==> src/rtl/brb_pkg.sv <==
package brb_pkg;

    localparam int DEPTH_DEF = 64;
    localparam int LEN_W     = 7;
    localparam int DATA_W    = 8;
    localparam int STATUS_W  = 2;

    localparam logic OP_WRITE = 1'b0;
    localparam logic OP_READ  = 1'b1;

    localparam logic [STATUS_W-1:0] STATUS_OK       = 2'd0;
    localparam logic [STATUS_W-1:0] STATUS_NO_SPACE = 2'd1;
    localparam logic [STATUS_W-1:0] STATUS_NO_DATA  = 2'd2;

    typedef enum logic [1:0] {
        S_IDLE,
        S_RESP,
        S_READ
    } brb_state_t;

    // controller -> datapath
    typedef struct packed {
        logic accept;
        logic out_fire;
        logic streaming;
    } brb_cmd_t;

    // datapath -> controller
    typedef struct packed {
        logic op_read;
        logic block_end;
        logic read_stream;
        logic last_byte;
    } brb_stat_t;

endpackage

==> src/rtl/brb_in_if.sv <==
interface brb_in_if
    import brb_pkg::*;
();
    logic              valid;
    logic              ready;
    logic              op;
    logic [LEN_W-1:0]  length;
    logic [DATA_W-1:0] data_in;
    logic              block_end;

    modport source (output valid, output op, output length, output data_in,
                    output block_end, input ready);
    modport sink   (input valid, input op, input length, input data_in,
                    input block_end, output ready);
endinterface

==> src/rtl/brb_out_if.sv <==
interface brb_out_if
    import brb_pkg::*;
();
    logic                valid;
    logic                ready;
    logic [DATA_W-1:0]   data_out;
    logic                data_valid;
    logic [STATUS_W-1:0] status;
    logic                run_last;
    logic [LEN_W-1:0]    fill_count;

    modport source (output valid, output data_out, output data_valid, output status,
                    output run_last, output fill_count, input ready);
    modport sink   (input valid, input data_out, input data_valid, input status,
                    input run_last, input fill_count, output ready);
endinterface

==> src/rtl/brb_ctrl.sv <==
module brb_ctrl
    import brb_pkg::*;
(
    input  logic      clk,
    input  logic      rst_n,
    input  logic      in_valid,
    input  logic      out_ready,
    input  brb_stat_t stat,
    output logic      in_ready,
    output logic      out_valid,
    output brb_cmd_t  cmd
);

    brb_state_t state_reg;
    brb_state_t state_next;

    always_ff @(posedge clk or negedge rst_n)
    begin
        if (!rst_n)
        begin
            state_reg <= S_IDLE;
        end
        else
        begin
            state_reg <= state_next;
        end
    end

    always_comb
    begin
        // a pending single result can be taken in the same cycle a new request enters
        in_ready      = (state_reg == S_IDLE) || ((state_reg == S_RESP) && out_ready);
        out_valid     = (state_reg != S_IDLE);
        cmd.accept    = in_valid && in_ready;
        cmd.out_fire  = out_valid && out_ready;
        cmd.streaming = (state_reg == S_READ);
        state_next    = state_reg;

        case (state_reg)
            S_IDLE, S_RESP:
            begin
                if (cmd.accept)
                begin
                    if (stat.op_read)
                    begin
                        state_next = stat.read_stream ? S_READ : S_RESP;
                    end
                    else
                    begin
                        state_next = stat.block_end ? S_RESP : S_IDLE;
                    end
                end
                else if ((state_reg == S_RESP) && cmd.out_fire)
                begin
                    state_next = S_IDLE;
                end
            end
            S_READ:
            begin
                if (cmd.out_fire && stat.last_byte)
                begin
                    state_next = S_IDLE;
                end
            end
            default:
            begin
                state_next = S_IDLE;
            end
        endcase
    end

endmodule

==> src/rtl/brb_dp.sv <==
module brb_dp
    import brb_pkg::*;
#(
    parameter int DEPTH = DEPTH_DEF
)
(
    input  logic                clk,
    input  logic                rst_n,
    input  logic                cfg_wr_en,
    input  logic [LEN_W-1:0]    cfg_wr_data,
    input  logic                op,
    input  logic [LEN_W-1:0]    length,
    input  logic [DATA_W-1:0]   data_in,
    input  logic                block_end,
    input  brb_cmd_t            cmd,
    output brb_stat_t           stat,
    output logic [DATA_W-1:0]   data_out,
    output logic                data_valid,
    output logic [STATUS_W-1:0] status,
    output logic                run_last,
    output logic [LEN_W-1:0]    fill_count
);

    localparam int IDX_W = $clog2(DEPTH);
    localparam int CAP_W = $clog2(DEPTH + 1);

    logic [DATA_W-1:0] mem [DEPTH];
    logic [DATA_W-1:0] rdata_reg;

    logic [LEN_W-1:0]    capacity_reg;
    logic [IDX_W-1:0]    read_index_reg;
    logic [IDX_W-1:0]    write_index_reg;
    logic                full_reg;
    logic                wip_reg;
    logic                acc_reg;
    logic [LEN_W-1:0]    blen_reg;
    logic [CAP_W-1:0]    brx_reg;
    logic [IDX_W-1:0]    wptr_reg;
    logic [LEN_W-1:0]    rem_reg;
    logic [STATUS_W-1:0] res_status_reg;
    logic [CAP_W-1:0]    res_fill_reg;
    logic                res_dv_reg;

    logic [CAP_W-1:0] cap;
    logic [CAP_W-1:0] fill;
    logic [CAP_W-1:0] free_space;
    logic             acc_eff;
    logic [LEN_W-1:0] blen_eff;
    logic [CAP_W-1:0] brx_eff;
    logic [IDX_W-1:0] wptr_eff;
    logic             do_store;
    logic [CAP_W-1:0] brx_after;
    logic [CAP_W-1:0] wp1;
    logic [IDX_W-1:0] wptr_after;
    logic [CAP_W:0]   fill_sum;
    logic [CAP_W-1:0] fill_after;
    logic [CAP_W-1:0] rp1;
    logic [IDX_W-1:0] r_inc;
    logic [IDX_W-1:0] raddr;
    logic             rd_short;
    logic             rd_stream;
    logic             advance;

    always_comb
    begin
        if (capacity_reg == '0)
        begin
            cap = CAP_W'(1);
        end
        else if (capacity_reg > LEN_W'(DEPTH))
        begin
            cap = CAP_W'(DEPTH);
        end
        else
        begin
            cap = capacity_reg[CAP_W-1:0];
        end

        if (full_reg)
        begin
            fill = cap;
        end
        else if (write_index_reg >= read_index_reg)
        begin
            fill = CAP_W'(write_index_reg) - CAP_W'(read_index_reg);
        end
        else
        begin
            fill = cap - CAP_W'(read_index_reg) + CAP_W'(write_index_reg);
        end
        free_space = cap - fill;

        // first byte of a block latches length and the space check
        acc_eff  = wip_reg ? acc_reg : (LEN_W'(free_space) >= length);
        blen_eff = wip_reg ? blen_reg : length;
        brx_eff  = wip_reg ? brx_reg : '0;
        wptr_eff = wip_reg ? wptr_reg : write_index_reg;
        do_store = acc_eff && (LEN_W'(brx_eff) < blen_eff);
        brx_after = brx_eff + CAP_W'(do_store);

        wp1 = CAP_W'(wptr_eff) + CAP_W'(1);
        if (!do_store)
        begin
            wptr_after = wptr_eff;
        end
        else if (wp1 == cap)
        begin
            wptr_after = '0;
        end
        else
        begin
            wptr_after = wp1[IDX_W-1:0];
        end

        fill_sum   = {1'b0, fill} + {1'b0, brx_after};
        fill_after = acc_eff ? fill_sum[CAP_W-1:0] : fill;

        rp1   = CAP_W'(read_index_reg) + CAP_W'(1);
        r_inc = (rp1 == cap) ? '0 : rp1[IDX_W-1:0];

        rd_short  = LEN_W'(fill) < length;
        rd_stream = (length != '0) && !rd_short;

        advance = cmd.streaming && cmd.out_fire;
        raddr   = advance ? r_inc : read_index_reg;
    end

    // byte store; the read port keeps rdata_reg on the byte at the read index
    always_ff @(posedge clk)
    begin
        if (cmd.accept && (op == OP_WRITE) && do_store)
        begin
            mem[wptr_eff] <= data_in;
        end
        rdata_reg <= mem[raddr];
    end

    always_ff @(posedge clk or negedge rst_n)
    begin
        if (!rst_n)
        begin
            capacity_reg    <= LEN_W'(DEPTH);
            read_index_reg  <= '0;
            write_index_reg <= '0;
            full_reg        <= 1'b0;
            wip_reg         <= 1'b0;
            acc_reg         <= 1'b0;
            blen_reg        <= '0;
            brx_reg         <= '0;
            wptr_reg        <= '0;
            rem_reg         <= '0;
        end
        else if (cfg_wr_en)
        begin
            capacity_reg    <= cfg_wr_data;
            read_index_reg  <= '0;
            write_index_reg <= '0;
            full_reg        <= 1'b0;
            wip_reg         <= 1'b0;
            acc_reg         <= 1'b0;
            blen_reg        <= '0;
            brx_reg         <= '0;
        end
        else if (cmd.accept)
        begin
            if (op == OP_WRITE)
            begin
                if (block_end)
                begin
                    wip_reg  <= 1'b0;
                    acc_reg  <= 1'b0;
                    blen_reg <= '0;
                    brx_reg  <= '0;
                    if (acc_eff && (brx_after != '0))
                    begin
                        write_index_reg <= wptr_after;
                        full_reg        <= (fill_after == cap);
                    end
                end
                else
                begin
                    wip_reg  <= 1'b1;
                    acc_reg  <= acc_eff;
                    blen_reg <= blen_eff;
                    brx_reg  <= brx_after;
                    wptr_reg <= wptr_after;
                end
            end
            else
            begin
                rem_reg <= length;
                if (rd_stream)
                begin
                    full_reg <= 1'b0;
                end
            end
        end
        else if (advance)
        begin
            read_index_reg <= r_inc;
            rem_reg        <= rem_reg - LEN_W'(1);
        end
    end

    always_ff @(posedge clk)
    begin
        if (cmd.accept)
        begin
            if (op == OP_WRITE)
            begin
                res_dv_reg     <= 1'b0;
                res_status_reg <= acc_eff ? STATUS_OK : STATUS_NO_SPACE;
                res_fill_reg   <= fill_after;
            end
            else
            begin
                res_dv_reg     <= rd_stream;
                res_status_reg <= ((length != '0) && rd_short) ? STATUS_NO_DATA : STATUS_OK;
                res_fill_reg   <= rd_stream ? (fill - length[CAP_W-1:0]) : fill;
            end
        end
    end

    assign stat.op_read     = (op == OP_READ);
    assign stat.block_end   = block_end;
    assign stat.read_stream = rd_stream;
    assign stat.last_byte   = (rem_reg == LEN_W'(1));

    assign data_out   = res_dv_reg ? rdata_reg : '0;
    assign data_valid = res_dv_reg;
    assign status     = res_status_reg;
    assign run_last   = res_dv_reg ? (rem_reg == LEN_W'(1)) : 1'b1;
    assign fill_count = LEN_W'(res_fill_reg);

endmodule

==> src/rtl/byte_ring_buffer_block_rw_top.sv <==
// Write block bytes: one request per cycle; a non-final byte gives no result.
// Final byte of a block or a failed/zero-length read: one result, valid the next cycle;
// the next request can enter in the cycle that result is taken.
// Read of N bytes: first byte the cycle after the request, then one byte per cycle
// from the registered read port of the byte store; no request is taken until it ends.
// Reset (rst_n low, async): buffer empty, capacity DEPTH, no block in progress.
module byte_ring_buffer_block_rw_top
    import brb_pkg::*;
#(
    parameter int DEPTH = DEPTH_DEF
)
(
    input  logic             clk,
    input  logic             rst_n,
    input  logic             cfg_wr_en,
    input  logic [LEN_W-1:0] cfg_wr_data,
    brb_in_if.sink           req,
    brb_out_if.source        rsp
);

    brb_cmd_t  cmd;
    brb_stat_t stat;

    brb_ctrl u_ctrl (
        .clk       (clk),
        .rst_n     (rst_n),
        .in_valid  (req.valid),
        .out_ready (rsp.ready),
        .stat      (stat),
        .in_ready  (req.ready),
        .out_valid (rsp.valid),
        .cmd       (cmd)
    );

    brb_dp #(
        .DEPTH (DEPTH)
    ) u_dp (
        .clk         (clk),
        .rst_n       (rst_n),
        .cfg_wr_en   (cfg_wr_en),
        .cfg_wr_data (cfg_wr_data),
        .op          (req.op),
        .length      (req.length),
        .data_in     (req.data_in),
        .block_end   (req.block_end),
        .cmd         (cmd),
        .stat        (stat),
        .data_out    (rsp.data_out),
        .data_valid  (rsp.data_valid),
        .status      (rsp.status),
        .run_last    (rsp.run_last),
        .fill_count  (rsp.fill_count)
    );

endmodule

==> src/flat_wrapper.sv <==
// flat-port wrapper written by rule: the top's interface ports become plain ports
module byte_ring_buffer_block_rw_top_flat import brb_pkg::*;
#(
    parameter int DEPTH = DEPTH_DEF
)
  (clk, rst_n, cfg_wr_en, cfg_wr_data, req_valid, req_op, req_length, req_data_in, req_block_end, req_ready, rsp_valid, rsp_data_out, rsp_data_valid, rsp_status, rsp_run_last, rsp_fill_count, rsp_ready);
  brb_in_if req_i ();
  brb_out_if rsp_i ();
  input  logic clk;
  input  logic rst_n;
  input  logic cfg_wr_en;
  input  logic [LEN_W-1:0] cfg_wr_data;
  input wire logic [$bits(req_i.valid)-1:0] req_valid;
  input wire logic [$bits(req_i.op)-1:0] req_op;
  input wire logic [$bits(req_i.length)-1:0] req_length;
  input wire logic [$bits(req_i.data_in)-1:0] req_data_in;
  input wire logic [$bits(req_i.block_end)-1:0] req_block_end;
  output wire logic [$bits(req_i.ready)-1:0] req_ready;
  output wire logic [$bits(rsp_i.valid)-1:0] rsp_valid;
  output wire logic [$bits(rsp_i.data_out)-1:0] rsp_data_out;
  output wire logic [$bits(rsp_i.data_valid)-1:0] rsp_data_valid;
  output wire logic [$bits(rsp_i.status)-1:0] rsp_status;
  output wire logic [$bits(rsp_i.run_last)-1:0] rsp_run_last;
  output wire logic [$bits(rsp_i.fill_count)-1:0] rsp_fill_count;
  input wire logic [$bits(rsp_i.ready)-1:0] rsp_ready;
  assign req_i.valid = req_valid;
  assign req_i.op = req_op;
  assign req_i.length = req_length;
  assign req_i.data_in = req_data_in;
  assign req_i.block_end = req_block_end;
  assign req_ready = req_i.ready;
  assign rsp_valid = rsp_i.valid;
  assign rsp_data_out = rsp_i.data_out;
  assign rsp_data_valid = rsp_i.data_valid;
  assign rsp_status = rsp_i.status;
  assign rsp_run_last = rsp_i.run_last;
  assign rsp_fill_count = rsp_i.fill_count;
  assign rsp_i.ready = rsp_ready;
  byte_ring_buffer_block_rw_top #(.DEPTH(DEPTH)) u_core (.clk(clk), .rst_n(rst_n), .cfg_wr_en(cfg_wr_en), .cfg_wr_data(cfg_wr_data), .req(req_i), .rsp(rsp_i));
endmodule
==> config.mk <==
export PLATFORM = sky130hd
export DESIGN_NAME = byte_ring_buffer_block_rw_top_flat
export DESIGN_NICKNAME = d
export VERILOG_FILES = /design/src/rtl/brb_pkg.sv /design/src/rtl/brb_in_if.sv /design/src/rtl/brb_out_if.sv /design/src/rtl/brb_ctrl.sv /design/src/rtl/brb_dp.sv /design/src/rtl/byte_ring_buffer_block_rw_top.sv /design/src/flat_wrapper.sv
export SDC_FILE = /design/constraint.sdc
export NUM_CORES = 1
export LEC_CHECK = 0
export ABC_AREA = 0
export BUFFER_PORTS_ARGS = -buffer_cell sky130_fd_sc_hd__buf_2
export CAP_MARGIN = 15
export CORE_MARGIN = 1.5
export CORE_UTILIZATION = 57
export CTS_BUF_LIST = sky130_fd_sc_hd__clkbuf_16
export DETAILED_ROUTE_END_ITERATION = 12
export HOLD_SLACK_MARGIN = 0.1
export PLACE_DENSITY = 0.76
export SYNTH_ARGS = -nofsm -noshare
export SYNTH_HDL_FRONTEND = slang
export SYNTH_HIERARCHICAL = 1
export SYNTH_SLANG_ARGS = --single-unit
==> constraint.sdc <==
create_clock -name clk -period 8 [get_ports clk]
set_input_delay 1.6 -clock clk [delete_from_list [all_inputs] [get_ports clk]]
set_output_delay 1.6 -clock clk [all_outputs]
set_load 0.05 [all_outputs]
-- Yosys cells after proc, flatten, opt, wreduce, memory -nomap -nowiden
Memory sizes are Yosys's and may differ from the RTL's. A register that Yosys moved wholly into a read port is not among the register bits.
Cells that the tools add are included.
- bits in writable memories: 512
- word-level logic and storage cells: 138
- bits in registers: 61
- output and inout port bits: 21
- input port bits: 29
- memories kept: 1
- memory list (name ; depth ; width ; rd ports ; clocked after Yosys merged registers in ; write ports ; line ; text):
    u_core.u_dp.mem ; 64 ; 8 ; 1 ; 1 ; 1 ; brb_dp.sv:27 ; logic [DATA_W-1:0] mem [DEPTH];
- bitwise operators: 3
- $lt $le $gt $ge: 5
- equal/unequal tests: 12
- multiplexer cells: 61
- $add $sub $neg: 10
- reductions and logical operators: 32
- operators with widths (operator ; count):
    7-bit two-way mux ; 20
    6-bit two-way mux ; 12
    7-bit == test ; 3
    1-bit two-way mux ; 20
    6-bit by 1-bit adder with 7-bit output, second input constant ; 2
    7-bit less-than comparator ; 2
    2-bit two-way mux ; 7
    7-bit nonzero test ; 2
    7-bit subtractor ; 2
    1-bit logical AND ; 12
    4-bit AND reduction ; 3
    2-bit nonzero test ; 5
    8-bit two-way mux ; 1
    7-bit by 1-bit adder with 7-bit output ; 1
    7-bit by 6-bit adder with 7-bit output ; 1
    7-bit adder ; 1
    7-bit by 1-bit == test with 1-bit output, second input constant ; 1
    7-bit >= comparator ; 1
    7-bit greater-than comparator, second input constant ; 1
    7-bit logical NOT ; 1
    6-bit by 6-bit subtractor with 7-bit output ; 1
    7-bit by 1-bit subtractor with 7-bit output, second input constant ; 1
    7-bit by 6-bit subtractor with 7-bit output ; 1
    6-bit >= comparator ; 1
    15 further kinds ; 21

-- Longest topological paths before layout
- depth in word-level cells: 20
- mapped depth: 42
- depth with buffers taken out: 42

-- Cells and area by module
Netlist, hierarchy kept.
- modules (own cells, without submodules) (module ; instances ; cells each ; area an instance (µm²)):
    brb_dp ; 1 ; 2421 ; 28447.3
    brb_ctrl ; 1 ; 17 ; 136.4

-- Worst setup path after synthesis
No wires, ideal clock.
- path kind: register to register
- from: register u_core.u_dp.capacity_reg[6]
- to: register u_core.u_dp.full_reg
- arrival time: 7.321 ns
- stages on the path, launching flop included: 38
- path buffers: 1
- path slack: 0.583 ns
- clock period less this slack: 7.417 ns
- required time: 7.905 ns
- setup time: 0.095 ns
- cell sequence: dfstp_2 > clkbuf_1 > nor2_1 > inv_1 > ha_1 > inv_1 > ha_1 > inv_1 > fa_1 > and3_1 > o31ai_1 > inv_1 > fa_1 > inv_1 > o31ai_1 > a2bb2oi_1 > nor2_1 > nor2_1 > [... 2 more ...] > and2_1 > o21ai_0 > o21ai_0 > o41a_1 > o211ai_1 > inv_1 > ha_1 > ha_1 > ha_1 > a21o_1 > a21oi_1 > o21bai_1 > a21oi_1 > xor2_1 > and2_1 > a311oi_1 > o221ai_1 > o31ai_1
- longest elaborated chain between the ends: 20
- RTL lines (what ; line ; text):
    from (decl) ; brb_dp.sv:30 ; logic [LEN_W-1:0] capacity_reg;
    from (signal assigned) ; brb_dp.sv:142 ; capacity_reg <= LEN_W'(DEPTH);
    from (signal assigned) ; brb_dp.sv:155 ; capacity_reg <= cfg_wr_data;
    7-bit greater-than comparator ; brb_dp.sv:70 ; else if (capacity_reg > LEN_W'(DEPTH))
    7-bit two-way mux ; brb_dp.sv:70 ;
    7-bit two-way mux * ; brb_dp.sv:66 ; if (capacity_reg == '0)
    7-bit by 6-bit subtractor with 7-bit output ; brb_dp.sv:89 ; fill = cap - CAP_W'(read_index_reg) + CAP_W'(write_index_reg);
    7-bit by 6-bit adder with 7-bit output ; brb_dp.sv:89 ;
    7-bit two-way mux ; brb_dp.sv:83 ; else if (write_index_reg >= read_index_reg)
    7-bit two-way mux ; brb_dp.sv:79 ; if (full_reg)
    7-bit subtractor ; brb_dp.sv:91 ; free_space = cap - fill;
    [... 4 more ...] ; - ;
    7-bit adder ; brb_dp.sv:115 ; fill_sum = {1'b0, fill} + {1'b0, brx_after};
    7-bit two-way mux ; brb_dp.sv:116 ; fill_after = acc_eff ? fill_sum[CAP_W-1:0] : fill;
    7-bit == test ; brb_dp.sv:177 ; full_reg <= (fill_after == cap);
    1-bit two-way mux ; brb_dp.sv:174 ; if (acc_eff && (brx_after != '0))
    1-bit two-way mux ; brb_dp.sv:168 ; if (block_end)
    1-bit two-way mux ; brb_dp.sv:166 ; if (op == OP_WRITE)
    1-bit two-way mux ; brb_dp.sv:164 ; else if (cmd.accept)
    1-bit two-way mux ; brb_dp.sv:153 ; else if (cfg_wr_en)
    to (signal assigned) ; brb_dp.sv:177 ;
    to (decl) ; brb_dp.sv:33 ; logic full_reg;
Mark *: on every way between the ends. The rest lies on a longest branch, timed or not. The select of a mux whose other input is x is not followed.
A chain may end at the register's enable or synchronous reset.

-- Worst setup path after layout
- from: register u_core.u_dp.capacity_reg[5]
- to: register u_core.u_dp.full_reg
Same word-level chain as after synthesis.

==> metrics.txt <==
horizontal die dimension 227 um; flip-flop count of the largest register after layout 512; number of antenna repair diodes 0; remaining global-route overflow 0; pins over their slew limit 0; top cells by count, synth edfxtp_1, nand2_1, a21oi_1; CTS Sinks 581; most common flop cell mapped by yosys edfxtp_1; Required @ worst endpoint 8520 ps; leak pwr 0.0107 uW; number of flip-flops and latches in the synthesized netlist 581; PwrDens 379 mW/mm^2; core region area 0.0493 mm^2; Setup CP Type reg2reg; DIE AREA 0.0515 mm^2; # nets final 2538; most repeated library cell on the critical path inv_1; latest clock arrival within the worst-skew pair 630 ps; ys async rst share 8.78%; Slowest-stage cell, CP fa_1; number of global-route vias before repair 20459; Worst path depth 38; mean instance size in the synthesized netlist 11.7 um^2; Yosys cell types 70; wire length of the first global-routing pass 122 mm; Synth top area share 54.8%; number of filler instances in the final layout 3696; # H-tree levels 2; number of placement rows 81; actual transition at the worst max-transition pin 1160 ps; Area after DPL 0.0296 mm^2; worst hold margin 461 ps; post-detailed-route count of antenna-violating nets 0; maximum number of pins on one net before global-route repair 72; synth top area cells edfxtp_1, dfrtp_1, mux2i_1; routability cong. 0.914; Worst Hold Class reg2reg; worst clock skew 41.1 ps; IR drop worst, VDD 0.338 mV; Reg2Reg Capture Point u_core/u_dp/full_reg; CTS max path bufs 3; count of flip-flops with a built-in enable after synthesis 522; peak per-stage delay on the critical path 460 ps; share of final-layout standard cells stronger than drive strength 1 11.3%; post-route design area 0.0316 mm^2; worst hold endpoint u_core/u_ctrl/state_reg[0]; relative max-transition margin 22.2%; count of unresolved DRC violations after routing 0; max-cap check violation count 0; top cell family by delay on the critical path compound AO/OA/AOI/OAI gates; final routed wire length divided by cell count 25.5 um; routed via count 21639; startpoint of the worst hold path u_core/u_ctrl/state_reg[1]; final setup fails 0; Final period util 95.0%; setup repair after global routing missed its margin no; Final Hold Violating Endpoints 0; critical path arrival 8120 ps; drt first-iter violations 3039; type of element capturing the critical path flop; setup total negative slack 0 ps; TritonCTS clock tree built; overall die height 227 um; layout overhead on the synthesized area 10.5%; worst hold path cell count 1; run status complete, no violations; GRT Util Overall 31.3%; final wirelength 80.6 mm; top-count cell post-synth edfxtp_1; post-layout min period 7600 ps; top fanout value on the critical path 4; CTS root buffer clkbuf_16; Critical R2R Launch u_core/u_dp/capacity_reg[5]; clk slew on worst S/H paths 60 ps; detailed-route vias per instance 6.84; Detail Placement HPWL 50.2 mm; count of buffers inserted at the top-level ports 49; cell taking the most area after synthesis edfxtp_1; achievable clock frequency 132 MHz; cell depth of the worst flop-to-flop path 38; length of the first detailed-routing pass in iterations 8; total clock buffers created by CTS 58; Power Total 12000 uW; post-synthesis cell count 2438; Yosys warning total 6; Mapped Nets 2527; R2R Setup Slk 400 ps; number of top-level design ports 50; sequential-to-total area share from yosys stat 59.9%; number of antenna violations at the first check in global routing 1; area of the mapped netlist 0.0286 mm^2; Starting Density 58.0%; buffering stage count on the worst path with inverters included 6; category of the worst setup path launch point flop
[worst max-delay path by stage]
stage                                      from                   end  slack, ps
floorplan           u_core/u_dp/capacity_reg[6]  u_core/u_dp/full_reg        580
global placement    u_core/u_dp/capacity_reg[1]  u_core/u_dp/full_reg        510
detailed placement  u_core/u_dp/capacity_reg[5]  u_core/u_dp/full_reg        280
CTS                 u_core/u_dp/capacity_reg[5]  u_core/u_dp/full_reg        240
global route        u_core/u_dp/capacity_reg[5]  u_core/u_dp/full_reg         30
finish              u_core/u_dp/capacity_reg[5]  u_core/u_dp/full_reg        400
[layout make-up]
cell class	count	area, um^2	area share, %
Clock inverter	50	427	1.35
Inverter	71	267	0.844
Tap cell	664	831	2.63
Clock buffer	59	1480	4.67
Multi-Input combinational cell	1620	10700	33.8
Timing Repair Buffer	117	801	2.54
Sequential cell	581	17100	54.2
[layout by cell type (no fill, tap or decap), types with 13 or more instances in the layout]
master,n
a211oi_1,34
a21o_1,22
a21oi_1,153
a221o_1,30
a221oi_1,105
a22oi_1,19
a311oi_1,21
a31oi_1,64
and2_1,21
buf_2,50
buf_4,62
clkbuf_16,59
clkinv_2,13
dfrtp_1,49
edfxtp_1,522
ha_1,48
inv_1,80
mux2_2,39
mux2i_1,123
nand2_1,287
nand3_1,38
nand4_1,15
nor2_1,151
nor3_1,39
o21a_1,15
o21ai_0,133
o22ai_1,52
xnor2_1,32
[per-stage QoR]
| step | utilization (%) | cells | worst slack (ps) |
|---|---|---|---|
| 6_report | 64.1 | 3162 | 401 |
| 5_1_grt | 64.1 | 3162 | 31.7 |
| 4_1_cts | 63.9 | 3158 | 244 |
| 3_5_place_dp | 60.1 | 3049 | 279 |
| 3_3_place_gp | 60.0 | 3047 | 512 |
| 2_1_floorplan | - | 2438 | 583 |
[routing by layer]
layer  share of wire, %  up-vias  GRT usage, %
li1                   -     9412             -
met1                 39    10556          43.6
met2                 46     1427          47.9
met3                 11      244          5.98
met4                4.7        0          15.0
met5                  0        -             0
[cells by family after synthesis]
kind of cell / share of synthesized area, %
flip-flops: 59.9
AND/OR/NAND/NOR: 9.43
AO/OA/AOI/OAI: 17.4
buffers and inverters: 3.26
multiplexers: 5.84
XOR/XNOR: 1.35
adder cells (fa/ha/maj): 2.89
[worst reg2reg max path: cells and delay by family, from the launching register on]
family	cells	cell delay, ps
buffers and inverters	6	610
AOI/OAI and AO/OA	15	2760
DFF	1	420
xor gates and xnor gates	2	210
and+or+nand+nor	7	1050
adders and majority gates	8	2430
[repair_timing]
item / CTS / global route
gates resized for setup: 0 / 9
hold buffers: 0 / 0
buffers inserted: 0 / 1
setup endpoints to repair: 0 / 11
[where the power goes]
part           switching (uW)  internal (uW)
registers                92.8           3510
logic                    3490           2150
clock network            1170           1560
Note: power is estimated with default switching activity, not from simulation.
